File: src/design/nsc_pkg.sv
// ----------------------------------------------------------------------------
// nsc_pkg
// Shared types and constants of the nibble stuffing codec.
// ----------------------------------------------------------------------------
package nsc_pkg;

	localparam int FRAME_BYTES_DEF = 8;
	// counters reach FRAME_BYTES+1, at most 15
	localparam int CNT_W  = 4;
	localparam int BYTE_W = 8;
	localparam int NIB_W  = 4;

	typedef logic [BYTE_W-1:0] byte_t;
	typedef logic [NIB_W-1:0]  nib_t;
	typedef logic [CNT_W-1:0]  cnt_t;

	localparam logic CMD_ENCODE = 1'b0;
	localparam logic CMD_DECODE = 1'b1;

	localparam logic KIND_PACKED  = 1'b0;
	localparam logic KIND_DECODED = 1'b1;

	localparam nib_t  NIB_ZERO  = 4'h0;
	localparam byte_t BYTE_ZERO = 8'h00;

	typedef enum logic [2:0] {
		ST_IDLE,
		ST_ENC_SCAN,
		ST_ENC_EMIT,
		ST_DEC_PRE,
		ST_DEC_EMIT
	} state_t;

endpackage

File: src/design/nsc_ram.sv
// ----------------------------------------------------------------------------
// nsc_ram
// Byte-wide synchronous RAM, one write and one read port, registered read.
// ----------------------------------------------------------------------------
module nsc_ram
	import nsc_pkg::*;
#(
	parameter int DEPTH = FRAME_BYTES_DEF,
	parameter int AW    = (DEPTH > 1) ? $clog2(DEPTH) : 1
) (
	input  logic          clk,
	input  logic          we,
	input  logic [AW-1:0] waddr,
	input  byte_t         wdata,
	input  logic          re,
	input  logic [AW-1:0] raddr,
	output byte_t         rdata
);

	byte_t mem [DEPTH];

	always_ff @(posedge clk) begin
		if (we) begin
			mem[waddr] <= wdata;
		end
	end

	always_ff @(posedge clk) begin
		if (re) begin
			rdata <= mem[raddr];
		end
	end

endmodule

File: config.mk
export PLATFORM = sky130hd
export DESIGN_NAME = nsc_ram
export DESIGN_NICKNAME = d
export VERILOG_FILES = /design/src/design/nsc_pkg.sv /design/src/design/nsc_ram.sv
export SDC_FILE = /design/constraint.sdc
export NUM_CORES = 1
export LEC_CHECK = 0
export ABC_CLOCK_PERIOD_IN_PS = 2100
export BUFFER_PORTS_ARGS = -buffer_cell sky130_fd_sc_hd__buf_2
export CAP_MARGIN = 20
export CORE_UTILIZATION = 55
export CTS_BUF_LIST = sky130_fd_sc_hd__clkbuf_8 sky130_fd_sc_hd__clkbuf_16
export DETAILED_ROUTE_END_ITERATION = 16
export HOLD_SLACK_MARGIN = 0.12
export PLACE_DENSITY = 0.72
export SLEW_MARGIN = 40
export SYNTH_ARGS = -nofsm -noshare
export SYNTH_HDL_FRONTEND = slang
export SYNTH_SLANG_ARGS = --single-unit
File: constraint.sdc
create_clock -name clk -period 2.1 [get_ports clk]
set_clock_uncertainty 0.05 [all_clocks]
set_input_delay 0.315 -clock clk [delete_from_list [all_inputs] [get_ports clk]]
set_output_delay 0.315 -clock clk [all_outputs]
set_load 0.01 [all_outputs]
# == Word-level counts from Yosys, hierarchy flattened ==
# Memories as Yosys holds them, arrays and structs flattened. A register that Yosys moved wholly into a read port is not among the register bits.
# Index checks and enable logic that the tools add are counted.
# Widths: inputs -> output; s select.
# op_classes
mux,2
# ops
op,count
$mux 1,2
# word_totals
ram_bits,64
output_inout_bits,8
word_cells,3
register_bits,0
inputBits,17
mem_count,1
# memory_table
memory,depth,word_bits,read_ports,rd_ports_with_merged_regs,wr,line_no,rtl
mem,8,8,1,1,1,nsc_ram.sv:20,byte_t mem [DEPTH];

# == Longest topological paths before layout ==
# depth
word_depth,2
ltp_mapped,4
ltp_nobuf,2

# == Worst setup path before layout ==
# Ideal clock, no wire load.
# synth_timing
path_type,input port to flip-flop
start,input port raddr[0]
end,"register rdata[1], read port of mem (data pin)"
setup_time_ns,0.260
path_slack_ns,0.452
path_stages,4
arrival_time_ns,1.338
required_ns,1.790
n_path_buf,2
path_cell_list,buf_6 > buf_12 > mux4_1 > mux2_2
# synth_rtl
item,line_no,rtl
"start, declared",nsc_ram.sv:16,"input logic [AW-1:0] raddr,"
"end, declared",nsc_ram.sv:17,output byte_t rdata

==> run summary <==
outcome -> complete, no violations
number of global-route vias before repair -> 1266
Setup crit start kind -> register
Max-Cap Viols -> 0
H-tree Lvls -> 3
Core Area -> 4790 sq um
commonest non-fill, non-tap cell in the layout -> edfxtp_1
diode count -> 0
Synth Instances -> 114
1st-iter DRT viols -> 86
largest family of logic cells by synthesized area -> multiplexers
hold buffer count at cts -> 0
post-synthesis compound-gate area fraction -> 0
Setup crit end kind -> register
cell taking the most area after synthesis -> edfxtp_1
relative slew slack -> 0.769
fillcell total -> 315
Adder-Cell Fraction of Synth Area -> 0
DRC -> 0
post-cts repair resize count -> 0
CTS root buf -> clkbuf_8
initial antenna violation count -> 0
IO buf count -> 24
Routability Congestion -> 0.705
Max Freq -> 0.685 GHz
minimum clock period -> 1460 ps
Routed WL per cell -> 19.2 um
Clock transition at path regs -> 70 ps
RSZ-0062 raised after global routing -> false
DR vias/cell -> 5.56
final setup fails -> 0
Final Hold Fails -> 0
Setup TNS -> 0 ps
Post-Syn Area -> 2770 sq um
Tightest Pin Transition -> 346 ps
Clk Latency, worst-skew pair -> 330 ps
sequential fraction of the synthesis area -> 0.780
WS Path Type -> register to register
area grow syn2layout -> 15.4%
CTS tree -> yes
simple-gate portion of the synthesized area -> 0.0212
Via Count -> 1262
post-CTS setup buffers -> 0
clock sinks -> 72
fin. max-slew vios -> 0
largest net degree at the start of global routing -> 17
flop and latch count out of synthesis -> 72
share of cells above drive strength 1 -> 0.369
crit path DAT -> 1500 ps
most frequent cells in the layout -> edfxtp_1 (72), buf_2 (24), mux4_1 (15), buf_4 (10), clkbuf_8 (9)
CTS Buf Count -> 9
maximum VDD drop -> 0.505 mV
Total GRT Usage -> 0.190
Worst Hold Class -> primary input to register
die area -> 5330 sq um
Hold WS -> 198 ps
Area contributors post-synth -> edfxtp_1 (78%), mux4_1 (14%), mux2_2 (3.3%)
Syn Nets -> 131
Yosys warnings -> 0
Placement Rows -> 25
Initial Util -> 0.579
ANT nets after route -> 0
multi-input logic area -> 566 sq um
Final period util -> 0.695
mux cell area share after synthesis -> 0.183
Mean Syn Cell Area -> 24.3 sq um
PnR worst setup slack -> 640 ps
Die Ht -> 73.0 um
post-synthesis xor/xnor area fraction -> 0
crit path max fanout -> 1
Reg area -> 2160 sq um
first-pass iteration count of the detailed router -> 4
nets@finish -> 172
first-pass GRT wire length -> 6.70 mm
Critical Path RT -> 2140 ps
total grt overflow -> 0
Synth cell types -> 13
I/O pin total -> 25
Total Power -> 2.73 mW
clk buf depth -> 2
dpl ws -> 363 ps
share of the synthesized area in the top cell type -> 0.780
Lkg Pwr -> 1.11 nW
die width -> 73.0 um
Post-Route WL -> 4.37 mm
P per Cell Area -> 853 nW/um^2
-- report_power, final --
part / internal [mW] / switching [mW]
registers: 1.64 / 0.0111
clock network: 0.425 / 0.494
logic: 0.0801 / 0.0796
-- layout make-up --
| cell class | instances | share of cell area |
|---|---|---|
| sequential | 72 | 0.676 |
| multi-input combinational | 37 | 0.177 |
| timing repair buffer | 35 | 0.0673 |
| clock buffer | 9 | 0.0387 |
| tap | 67 | 0.0262 |
| clock inverter | 7 | 0.0153 |
-- cell usage after synthesis --
cell type,count
clkbuf_1,1
mux4_1,15
edfxtp_1,72
mux4_2,1
buf_12,1
buf_6,1
buf_1,1
buf_2,1
nand2b_1,3
mux2_2,8
nor2_1,6
nor3_1,2
nand2_1,2
-- final timing paths --
path               endpoint  slack [ps]       from  cells after the start
setup reg to reg   rdata[6]         640  mem[1][6]                      2
hold reg to reg    rdata[4]         700  mem[7][4]                      2
setup / recovery   rdata[6]         640  mem[1][6]                      2
hold / removal    mem[6][3]         200   wdata[3]                      1
-- critical path, cell delays in order (launching register included) --
cell      delay, ps
edfxtp_1        380
mux4_1          520
mux2_2          270
-- kinds of logic after synthesis --
family	count (synthesis)
buf+inv	5
flops	72
mux	24
simple gates	13
-- per-stage QoR --
step	utilization	instances	cell area [sq um]
after CTS	0.668	227	3200
after floorplan	-	114	2770
after global routing	0.668	227	3200
after detailed placement	0.632	211	3030
final	0.668	227	3200
after global placement	0.632	211	3030
-- flip-flops by register name (all words and copies together) (netlist names) --
name,flops
rdata,8
mem,64
-- routing by layer --
layer,GRT usage,share of wire,vias to the layer above
met2,0.317,0.55,39
li1,-,-,570
met5,0,0,-
met3,0.0539,0.043,2
met4,0.0784,0.0043,0
met1,0.236,0.41,651
Note: power is estimated with default switching activity, not from simulation.
